[src/rtl/htfd_pkg.sv]
// package for the humidity / temperature frame decoder
// holds the shared types, codes, conversion constants and the crc-8 step
// no dependencies
`timescale 1ns / 1ps

package htfd_pkg;

    // crc-8 polynomial 0x131 without its top bit
    localparam logic [7:0]  CRC_POLY_LOW = 8'h31;
    // the two low bits of the word are sensor status bits
    localparam logic [15:0] STATUS_MASK  = 16'hFFFC;
    // bit of the word that marks a humidity reading
    localparam int          KIND_BIT     = 1;

    // gains scaled by 100, applied as gain * w / 65536
    localparam logic [14:0] TEMP_GAIN    = 15'd17572;
    localparam logic [14:0] HUM_GAIN     = 15'd12500;
    // offsets in hundredths
    localparam logic signed [15:0] TEMP_OFFSET = -16'sd4685;
    localparam logic signed [15:0] HUM_OFFSET  = -16'sd600;

    // expected reading type
    localparam logic KIND_TEMP = 1'b0;
    localparam logic KIND_HUM  = 1'b1;

    typedef enum logic [1:0] {
        ST_OK       = 2'd0,
        ST_CRC_ERR  = 2'd1,
        ST_KIND_ERR = 2'd2
    } t_status;

    // byte position inside a frame
    typedef enum logic [1:0] {
        POS_HIGH  = 2'd0,
        POS_LOW   = 2'd1,
        POS_CHECK = 2'd2
    } t_pos;

    // one decoded frame on its way to the conversion side
    typedef struct packed {
        logic [15:0] raw_word;
        logic        kind;
        t_status     status;
    } t_frame;

    // one byte of crc-8, msb first, no reflection
    function automatic logic [7:0] crc8_update(input logic [7:0] crc, input logic [7:0] b);
        logic [7:0] c;
        c = crc ^ b;
        for (int k = 0; k < 8; k++) begin
            if (c[7]) begin
                c = {c[6:0], 1'b0} ^ CRC_POLY_LOW;
            end else begin
                c = {c[6:0], 1'b0};
            end
        end
        return c;
    endfunction

endpackage

[src/rtl/htfd_if.sv]
// valid / ready channel interfaces for the frame decoder
// input channel carries one byte item, output channel one decoded reading
// no dependencies
`timescale 1ns / 1ps

interface htfd_in_if;
    logic       valid;
    logic       ready;
    logic [7:0] data_byte;
    logic       measure_kind;

    modport source (output valid, output data_byte, output measure_kind, input ready);
    modport sink   (input valid, input data_byte, input measure_kind, output ready);
endinterface

interface htfd_out_if;
    logic               valid;
    logic               ready;
    logic [15:0]        raw_word;
    logic signed [14:0] reading_centi;
    logic [1:0]         status;

    modport source (output valid, output raw_word, output reading_centi, output status,
                    input ready);
    modport sink   (input valid, input raw_word, input reading_centi, input status,
                    output ready);
endinterface

[src/rtl/htfd_front.sv]
// front end: takes byte items, tracks frame position, runs the crc
// and classifies the frame on its checksum byte; uses htfd_pkg, htfd_if
`timescale 1ns / 1ps

module htfd_front (
    input  logic             i_clk,
    input  logic             i_rst_n,
    htfd_in_if.sink          i_in,
    input  logic             i_full,
    output logic             o_push,
    output htfd_pkg::t_frame o_frame
);
    import htfd_pkg::*;

    t_pos        r_pos, n_pos;
    logic [7:0]  r_crc, n_crc;
    logic [15:0] r_word, n_word;
    logic        accept;

    // data bytes never need queue room, only the checksum byte does
    always_comb begin
        i_in.ready = (r_pos == POS_HIGH) || (r_pos == POS_LOW) || !i_full;
    end

    assign accept = i_in.valid && i_in.ready;

    // state register
    always_ff @(posedge i_clk) begin
        if (!i_rst_n) begin
            r_pos  <= POS_HIGH;
            r_crc  <= 8'h00;
            r_word <= 16'h0000;
        end else begin
            r_pos  <= n_pos;
            r_crc  <= n_crc;
            r_word <= n_word;
        end
    end

    // next state and frame classification
    always_comb begin
        n_pos            = r_pos;
        n_crc            = r_crc;
        n_word           = r_word;
        o_push           = 1'b0;
        o_frame.raw_word = r_word & STATUS_MASK;
        o_frame.kind     = i_in.measure_kind;
        if (r_crc != i_in.data_byte) begin
            o_frame.status = ST_CRC_ERR;
        end else if (r_word[KIND_BIT] != i_in.measure_kind) begin
            o_frame.status = ST_KIND_ERR;
        end else begin
            o_frame.status = ST_OK;
        end
        case (r_pos)
            POS_HIGH: begin
                if (accept) begin
                    n_word = {i_in.data_byte, 8'h00};
                    n_crc  = crc8_update(8'h00, i_in.data_byte);
                    n_pos  = POS_LOW;
                end
            end
            POS_LOW: begin
                if (accept) begin
                    n_word = {r_word[15:8], i_in.data_byte};
                    n_crc  = crc8_update(r_crc, i_in.data_byte);
                    n_pos  = POS_CHECK;
                end
            end
            default: begin
                // checksum byte, also taken for the unused position code
                if (accept) begin
                    o_push = 1'b1;
                    n_pos  = POS_HIGH;
                    n_crc  = 8'h00;
                    n_word = 16'h0000;
                end
            end
        endcase
    end

`ifndef SYNTHESIS
    a_push_restarts_frame: assert property (@(posedge i_clk) disable iff (!i_rst_n)
        o_push |=> (r_pos == POS_HIGH) && (r_crc == 8'h00) && (r_word == 16'h0000))
        else $error("frame state not cleared after checksum byte");
    a_no_push_when_full: assert property (@(posedge i_clk) disable iff (!i_rst_n)
        !(o_push && i_full))
        else $error("frame pushed into a full queue");
    a_low_after_high: assert property (@(posedge i_clk) disable iff (!i_rst_n)
        (accept && (r_pos == POS_HIGH)) |=> (r_pos == POS_LOW))
        else $error("high byte did not advance the position");
`endif

endmodule

[src/rtl/htfd_fifo.sv]
// short queue of decoded frames between front end and conversion side
// register based, first in first out; uses htfd_pkg
`timescale 1ns / 1ps

module htfd_fifo #(
    parameter int DEPTH = 2
) (
    input  logic             i_clk,
    input  logic             i_rst_n,
    input  logic             i_push,
    input  htfd_pkg::t_frame i_frame,
    output logic             o_full,
    input  logic             i_pop,
    output logic             o_valid,
    output htfd_pkg::t_frame o_frame
);
    import htfd_pkg::*;

    localparam int PTR_W = $clog2(DEPTH);
    localparam int CNT_W = $clog2(DEPTH + 1);

    t_frame             r_mem [DEPTH];
    logic [PTR_W-1:0]   r_wr_ptr, r_rd_ptr;
    logic [CNT_W-1:0]   r_count;
    logic               do_push, do_pop;

    assign o_full  = (r_count == CNT_W'(DEPTH));
    assign o_valid = (r_count != '0);
    assign o_frame = r_mem[r_rd_ptr];
    assign do_push = i_push && !o_full;
    assign do_pop  = i_pop && o_valid;

    // storage
    always_ff @(posedge i_clk) begin
        if (do_push) begin
            r_mem[r_wr_ptr] <= i_frame;
        end
    end

    // pointers and fill count
    always_ff @(posedge i_clk) begin
        if (!i_rst_n) begin
            r_wr_ptr <= '0;
            r_rd_ptr <= '0;
            r_count  <= '0;
        end else begin
            if (do_push) begin
                r_wr_ptr <= (r_wr_ptr == PTR_W'(DEPTH - 1)) ? '0 : r_wr_ptr + 1'b1;
            end
            if (do_pop) begin
                r_rd_ptr <= (r_rd_ptr == PTR_W'(DEPTH - 1)) ? '0 : r_rd_ptr + 1'b1;
            end
            case ({do_push, do_pop})
                2'b10:   r_count <= r_count + 1'b1;
                2'b01:   r_count <= r_count - 1'b1;
                default: r_count <= r_count;
            endcase
        end
    end

`ifndef SYNTHESIS
    a_count_bound: assert property (@(posedge i_clk) disable iff (!i_rst_n)
        r_count <= CNT_W'(DEPTH))
        else $error("queue fill count above depth");
    a_pop_needs_data: assert property (@(posedge i_clk) disable iff (!i_rst_n)
        (i_pop && !o_valid) |=> (r_count == $past(r_count) + (CNT_W'($past(do_push)))))
        else $error("pop from empty queue changed the count");
    a_push_stored: assert property (@(posedge i_clk) disable iff (!i_rst_n)
        (do_push && !do_pop) |=> o_valid)
        else $error("pushed frame not visible");
`endif

endmodule

[src/rtl/htfd_back.sv]
// conversion side: pops decoded frames, scales the word with one
// multiplier stage and an output register stage; uses htfd_pkg, htfd_if
`timescale 1ns / 1ps

module htfd_back (
    input  logic             i_clk,
    input  logic             i_rst_n,
    input  logic             i_valid,
    input  htfd_pkg::t_frame i_frame,
    output logic             o_pop,
    htfd_out_if.source       o_out
);
    import htfd_pkg::*;

    // multiply stage
    logic               r_a_valid;
    logic [15:0]        r_a_word;
    logic               r_a_kind;
    t_status            r_a_status;
    logic [30:0]        r_a_prod;
    // output stage
    logic               r_b_valid;
    logic [15:0]        r_b_word;
    logic signed [14:0] r_b_reading;
    t_status            r_b_status;

    logic               b_ready, a_ready;
    logic [14:0]        gain;
    logic signed [15:0] offset, sum;

    assign b_ready = !r_b_valid || o_out.ready;
    assign a_ready = !r_a_valid || b_ready;
    assign o_pop   = i_valid && a_ready;

    assign gain   = (i_frame.kind == KIND_HUM) ? HUM_GAIN : TEMP_GAIN;
    assign offset = (r_a_kind == KIND_HUM) ? HUM_OFFSET : TEMP_OFFSET;
    assign sum    = offset + $signed({1'b0, r_a_prod[30:16]});

    // multiply stage registers
    always_ff @(posedge i_clk) begin
        if (!i_rst_n) begin
            r_a_valid <= 1'b0;
        end else if (a_ready) begin
            r_a_valid <= i_valid;
        end
        if (o_pop) begin
            r_a_word   <= i_frame.raw_word;
            r_a_kind   <= i_frame.kind;
            r_a_status <= i_frame.status;
            r_a_prod   <= 31'(gain * i_frame.raw_word);
        end
    end

    // output registers, reading forced to zero on any error
    always_ff @(posedge i_clk) begin
        if (!i_rst_n) begin
            r_b_valid <= 1'b0;
        end else if (b_ready) begin
            r_b_valid <= r_a_valid;
        end
        if (b_ready && r_a_valid) begin
            r_b_word    <= r_a_word;
            r_b_status  <= r_a_status;
            r_b_reading <= (r_a_status == ST_OK) ? sum[14:0] : 15'sd0;
        end
    end

    assign o_out.valid         = r_b_valid;
    assign o_out.raw_word      = r_b_word;
    assign o_out.reading_centi = r_b_reading;
    assign o_out.status        = r_b_status;

`ifndef SYNTHESIS
    a_error_reads_zero: assert property (@(posedge i_clk) disable iff (!i_rst_n)
        (r_b_valid && (r_b_status != ST_OK)) |-> (r_b_reading == 15'sd0))
        else $error("error result with nonzero reading");
    a_status_bits_clear: assert property (@(posedge i_clk) disable iff (!i_rst_n)
        r_b_valid |-> (r_b_word[1:0] == 2'b00))
        else $error("status bits not cleared in output word");
    a_stage_moves_on: assert property (@(posedge i_clk) disable iff (!i_rst_n)
        (r_a_valid && b_ready) |=> r_b_valid)
        else $error("multiply stage result lost");
`endif

endmodule

[src/rtl/humidity_temp_frame_decoder.sv]
// Measurement frame decoder for a humidity / temperature sensor.
// Input channel i_in: one item per received byte (high data byte, low data
//   byte, checksum byte) with measure_kind, 0 temperature, 1 humidity; the
//   kind is taken from the checksum byte item.
// Output channel o_out: one item per frame, carrying the word with its two
//   status bits cleared, the reading in hundredths (floored) and a status
//   code: 0 ok, 1 crc-8 mismatch, 2 reading type mismatch. On any error the
//   reading is zero.
// Throughput: one byte item per cycle while the queue has room. The crc-8 byte step is
//   unrolled in the front end; the conversion uses one multiplier stage.
// Result path: the frame is written into the queue when its checksum byte
//   is accepted, then passes the multiply stage and then the output
//   register, which drives o_out.valid.
// Reset (synchronous, active low) returns the frame to its high byte,
//   clears the crc and empties the queue and pipeline.
// Receiver stall: the output register holds its item; data bytes are
//   still accepted, checksum bytes wait once the FIFO_DEPTH queue is full.
// Depends on htfd_pkg, htfd_if, htfd_front, htfd_fifo, htfd_back.
`timescale 1ns / 1ps

module humidity_temp_frame_decoder #(
    parameter int FIFO_DEPTH = 2
) (
    input  logic       i_clk,
    input  logic       i_rst_n,
    htfd_in_if.sink    i_in,
    htfd_out_if.source o_out
);
    import htfd_pkg::*;

    logic   push, full, pop, q_valid;
    t_frame push_frame, pop_frame;

    // byte tracking and frame classification
    htfd_front u_front (
        .i_clk   (i_clk),
        .i_rst_n (i_rst_n),
        .i_in    (i_in),
        .i_full  (full),
        .o_push  (push),
        .o_frame (push_frame)
    );

    // decoupling queue
    htfd_fifo #(
        .DEPTH (FIFO_DEPTH)
    ) u_fifo (
        .i_clk   (i_clk),
        .i_rst_n (i_rst_n),
        .i_push  (push),
        .i_frame (push_frame),
        .o_full  (full),
        .i_pop   (pop),
        .o_valid (q_valid),
        .o_frame (pop_frame)
    );

    // conversion and output register
    htfd_back u_back (
        .i_clk   (i_clk),
        .i_rst_n (i_rst_n),
        .i_valid (q_valid),
        .i_frame (pop_frame),
        .o_pop   (pop),
        .o_out   (o_out)
    );

endmodule
[src/flat_wrapper.sv]
// flat-port wrapper written by rule: the top's interface ports become plain ports
module humidity_temp_frame_decoder_flat import htfd_pkg::*;
#(
    parameter int FIFO_DEPTH = 2
)
  (i_clk, i_rst_n, i_in_valid, i_in_data_byte, i_in_measure_kind, i_in_ready, o_out_valid, o_out_raw_word, o_out_reading_centi, o_out_status, o_out_ready);
  htfd_in_if i_in_i ();
  htfd_out_if o_out_i ();
  input  logic i_clk;
  input  logic i_rst_n;
  input wire logic [$bits(i_in_i.valid)-1:0] i_in_valid;
  input wire logic [$bits(i_in_i.data_byte)-1:0] i_in_data_byte;
  input wire logic [$bits(i_in_i.measure_kind)-1:0] i_in_measure_kind;
  output wire logic [$bits(i_in_i.ready)-1:0] i_in_ready;
  output wire logic [$bits(o_out_i.valid)-1:0] o_out_valid;
  output wire logic [$bits(o_out_i.raw_word)-1:0] o_out_raw_word;
  output wire logic [$bits(o_out_i.reading_centi)-1:0] o_out_reading_centi;
  output wire logic [$bits(o_out_i.status)-1:0] o_out_status;
  input wire logic [$bits(o_out_i.ready)-1:0] o_out_ready;
  assign i_in_i.valid = i_in_valid;
  assign i_in_i.data_byte = i_in_data_byte;
  assign i_in_i.measure_kind = i_in_measure_kind;
  assign i_in_ready = i_in_i.ready;
  assign o_out_valid = o_out_i.valid;
  assign o_out_raw_word = o_out_i.raw_word;
  assign o_out_reading_centi = o_out_i.reading_centi;
  assign o_out_status = o_out_i.status;
  assign o_out_i.ready = o_out_ready;
  humidity_temp_frame_decoder #(.FIFO_DEPTH(FIFO_DEPTH)) u_core (.i_clk(i_clk), .i_rst_n(i_rst_n), .i_in(i_in_i), .o_out(o_out_i));
endmodule
[config.mk]
export PLATFORM = sky130hd
export DESIGN_NAME = humidity_temp_frame_decoder_flat
export DESIGN_NICKNAME = d
export VERILOG_FILES = /design/src/rtl/htfd_pkg.sv /design/src/rtl/htfd_if.sv /design/src/rtl/htfd_front.sv /design/src/rtl/htfd_fifo.sv /design/src/rtl/htfd_back.sv /design/src/rtl/humidity_temp_frame_decoder.sv /design/src/flat_wrapper.sv
export SDC_FILE = /design/constraint.sdc
export NUM_CORES = 1
export LEC_CHECK = 0
export ABC_AREA = 1
export BUFFER_PORTS_ARGS = -buffer_cell sky130_fd_sc_hd__buf_2
export CAP_MARGIN = 15
export CORE_ASPECT_RATIO = 0.6
export CORE_UTILIZATION = 50
export DETAILED_ROUTE_END_ITERATION = 10
export PLACE_DENSITY = 0.68
export SYNTH_ARGS = -nofsm -noshare
export SYNTH_HDL_FRONTEND = slang
export SYNTH_SLANG_ARGS = --single-unit
[constraint.sdc]
create_clock -name i_clk -period 15.9 [get_ports i_clk]
set_input_delay 1.59 -clock i_clk [delete_from_list [all_inputs] [get_ports i_clk]]
set_output_delay 1.59 -clock i_clk [all_outputs]
set_load 0.1 [all_outputs]
==> flow_summary.json <==
{
  "finalSetupViolCount": 0,
  "place_inst": 1265,
  "cts_buffer_depth": 2,
  "grt_setup_unrepaired": "false",
  "clock_latency_ns": 0.42,
  "ys_types": 40,
  "seqCellArea_mm2": 0.00355,
  "synth_top_area_cell": "edfxtp_1",
  "core_area_mm2": 0.0184,
  "grt_start_max_net_pins": 36,
  "arrival_ns": 6.22,
  "cts_tree": "built",
  "cts_buffers": 17,
  "grt_pass1_wl_um": 32700,
  "post_cts_buffers": 0,
  "status": "completed",
  "port_buffers": 45,
  "crit_required_ns": 16.05,
  "synth_seq_area_share_pct": 37.0,
  "maxCapViolCount": 0,
  "io_pins": 48,
  "nets": 1242,
  "synth_cells": 997,
  "multi_input_area_mm2": 0.00534,
  "area_growth_pct": 11.1,
  "ctsHoldBuffers": 0,
  "drtAntennaViolNets": 0,
  "start_util_pct": 52.1,
  "finalNonFillerCells": 1297,
  "path_class": "reg2reg",
  "grt_usage_pct": 22.4,
  "antenna_found_initial": 0,
  "critPathLaunchType": "register",
  "syn_area_mm2": 0.00960,
  "synthTopCellsByArea": "edfxtp_1 30%, ha_1 16%, fa_1 13%",
  "cp_max_fo": 19,
  "tightest_slew_ns": 1.03,
  "dieArea_mm2": 0.0198,
  "crit_buf_inv": 5,
  "period_share_pct": 38.2,
  "postPlaceCellArea_mm2": 0.0100,
  "hp-class": "reg2reg",
  "fmax_ghz": 0.165,
  "row_count": 38,
  "grt_pass1_vias": 6037,
  "clkTransAtPathRegs_ns": 0.06,
  "path_cells": "buf_4 -> nand2_2 -> nand2_8 -> inv_1 -> nor2_1 -> or2_1 -> ha_1 -> fa_1 -> inv_1 -> fa_1 -> fa_1 -> inv_1 -> fa_1 -> ha_1 -> ha_1 -> nand2_1 -> inv_1 -> a21oi_1 -> o21ai_0 -> a21oi_1 -> nand3_1 -> xor2_1",
  "gp_congestion": 0.957,
  "drc": 0,
  "drv_slew": 0,
  "ys_warn_count": 0,
  "crit_path_end_kind": "register",
  "finalClockSkew_ns": 0.00882,
  "place_hpwl_um": 17100,
  "h-tree-depth": 4,
  "dr.pass1.iters": 7,
  "yosysTopAreaCellShare_pct": 30.4,
  "cts.sinks": 129,
  "slowest_stage": "fa_1",
  "syn_avg_cell_area_um2": 9.62,
  "nFillCells": 1575,
  "routed_wl_um": 21000,
  "hold_violations": 0,
  "cts_resized": 0,
  "drive_gt1_share_pct": 10.9,
  "root_buffer": "clkbuf_16",
  "vias": 6861,
  "drt_iter0_drc": 650,
  "synth-seq-cells": 129,
  "hold_ws_ns": 0.415,
  "viasPerCell": 5.29,
  "fin_crit_ns": 6.07,
  "tns_ns": 0,
  "die_w_um": 181,
  "critical_path.top_delay_family": "adder cells",
  "wl_per_cell_um": 16.2,
  "fp.dieH_um": 109,
  "slew_headroom_pct": 31.2,
  "diodes": 0,
  "fin_area_mm2": 0.0107,
  "grt-ovfl-total": 0,
  "slowest_delay_ns": 0.54
}
## Yosys cell counts
master / count
buf_2: 4
nand2_2: 11
nor2_2: 1
dfxtp_1: 32
ha_1: 124
inv_4: 1
nand2_8: 1
nand3_2: 3
o21a_1: 1
a31oi_1: 3
o21ai_0: 43
o21ai_2: 2
xor2_1: 22
nor3_1: 4
o21ai_1: 3
buf_6: 2
clkbuf_1: 19
buf_4: 6
nand2_1: 149
nor2_1: 80
nand3b_1: 2
fa_1: 61
nand2_4: 2
edfxtp_1: 97
a211oi_1: 3
xnor2_1: 22
nand4_1: 5
or2_0: 1
o21bai_4: 1
o21bai_1: 2
a21oi_1: 67
a21o_1: 3
nor2_8: 1
nand3_1: 33
clkinv_1: 1
a21boi_0: 2
or2_1: 12
or2_2: 12
conb_1: 2
inv_1: 157
## layout by cell type (no fill, tap or decap), types with 3 or more instances in the layout
cell type  count
nor3_1         4
buf_2         45
buf_4          3
nand3_2        3
a21o_1         3
xnor2_1       22
clkbuf_16     20
xor2_1        22
edfxtp_1      97
o21ai_1        3
nor2_1        79
ha_1         124
nand2_2       11
fa_1          61
or2_2         12
inv_4          4
a21oi_1       66
conb_1        13
or2_1         12
nand2_1      149
o21ai_0       43
inv_1        157
dfxtp_1       32
clkbuf_8       4
a31oi_1        3
nand3_1       33
nand4_1        5
a211oi_1       3
## metal layers
metal / GRT usage [%] / part of all wire, % / vias to the layer above
met5: 0 / 0 / -
met4: 5.13 / 0.58 / 0
li1: - / - / 3333
met3: 7.25 / 9.4 / 13
met2: 26.1 / 35 / 239
met1: 37.2 / 55 / 3276
## registers in the layout, summed over array words and instances, names as in the netlist, named ones only
register	count
u_core.u_back.o_out.valid	1
u_core.u_fifo.r_count	2
u_core.u_back.r_a_kind	1
u_core.u_back.r_a_prod	17
u_core.u_front.r_pos	2
u_core.u_back.o_out.status	2
u_core.u_front.r_word	15
u_core.u_back.r_a_status	2
u_core.u_fifo.r_rd_ptr	1
u_core.u_back.o_out.raw_word	14
u_core.u_back.o_out.reading_centi	15
u_core.u_back.r_a_valid	1
u_core.u_fifo.r_wr_ptr	1
u_core.u_front.r_crc	8
u_core.u_back.r_a_word	12
u_core.u_fifo.r_mem	34
## path summary, 6_finish.rpt
path,start,end,slack [ns],cells after the start
max,register,u_core.u_back.r_a_prod[27],9.83,22
min reg2reg,u_core.u_back.r_a_word[8],u_core.u_back.o_out.raw_word[8],0.42,0
max reg2reg,register,u_core.u_back.r_a_prod[27],9.83,22
min,u_core.u_back.r_a_word[8],u_core.u_back.o_out.raw_word[8],0.42,0
## cell families after synthesis
family / after synthesis / synth area share (%)
xor+xnor: 44 / 4.02
flops: 129 / 37.0
compound gates: 130 / 7.33
buf+inv: 190 / 7.90
simple gates: 317 / 14.7
fa+ha+maj: 185 / 28.9
other cells: 2 / 0.0783
## cell type report
cell class	count	area share (%)
multi-input cells	689	50.1
flip-flops and latches	129	33.3
inverters	159	5.62
clock buffers	26	5.28
well taps	240	2.82
repair buffers	48	2.32
clock inverters	6	0.552
## stage by stage
stage               worst slack (ns)  util, %
detailed placement              9.92     54.6
finish                          9.83     57.9
global placement                9.90     54.6
CTS                             9.89     57.9
global route                    9.55     57.9
floorplan                      10.43        -
Power is not shown: default switching activity piles up to over one toggle a cycle in this logic, so the estimate is an artifact.
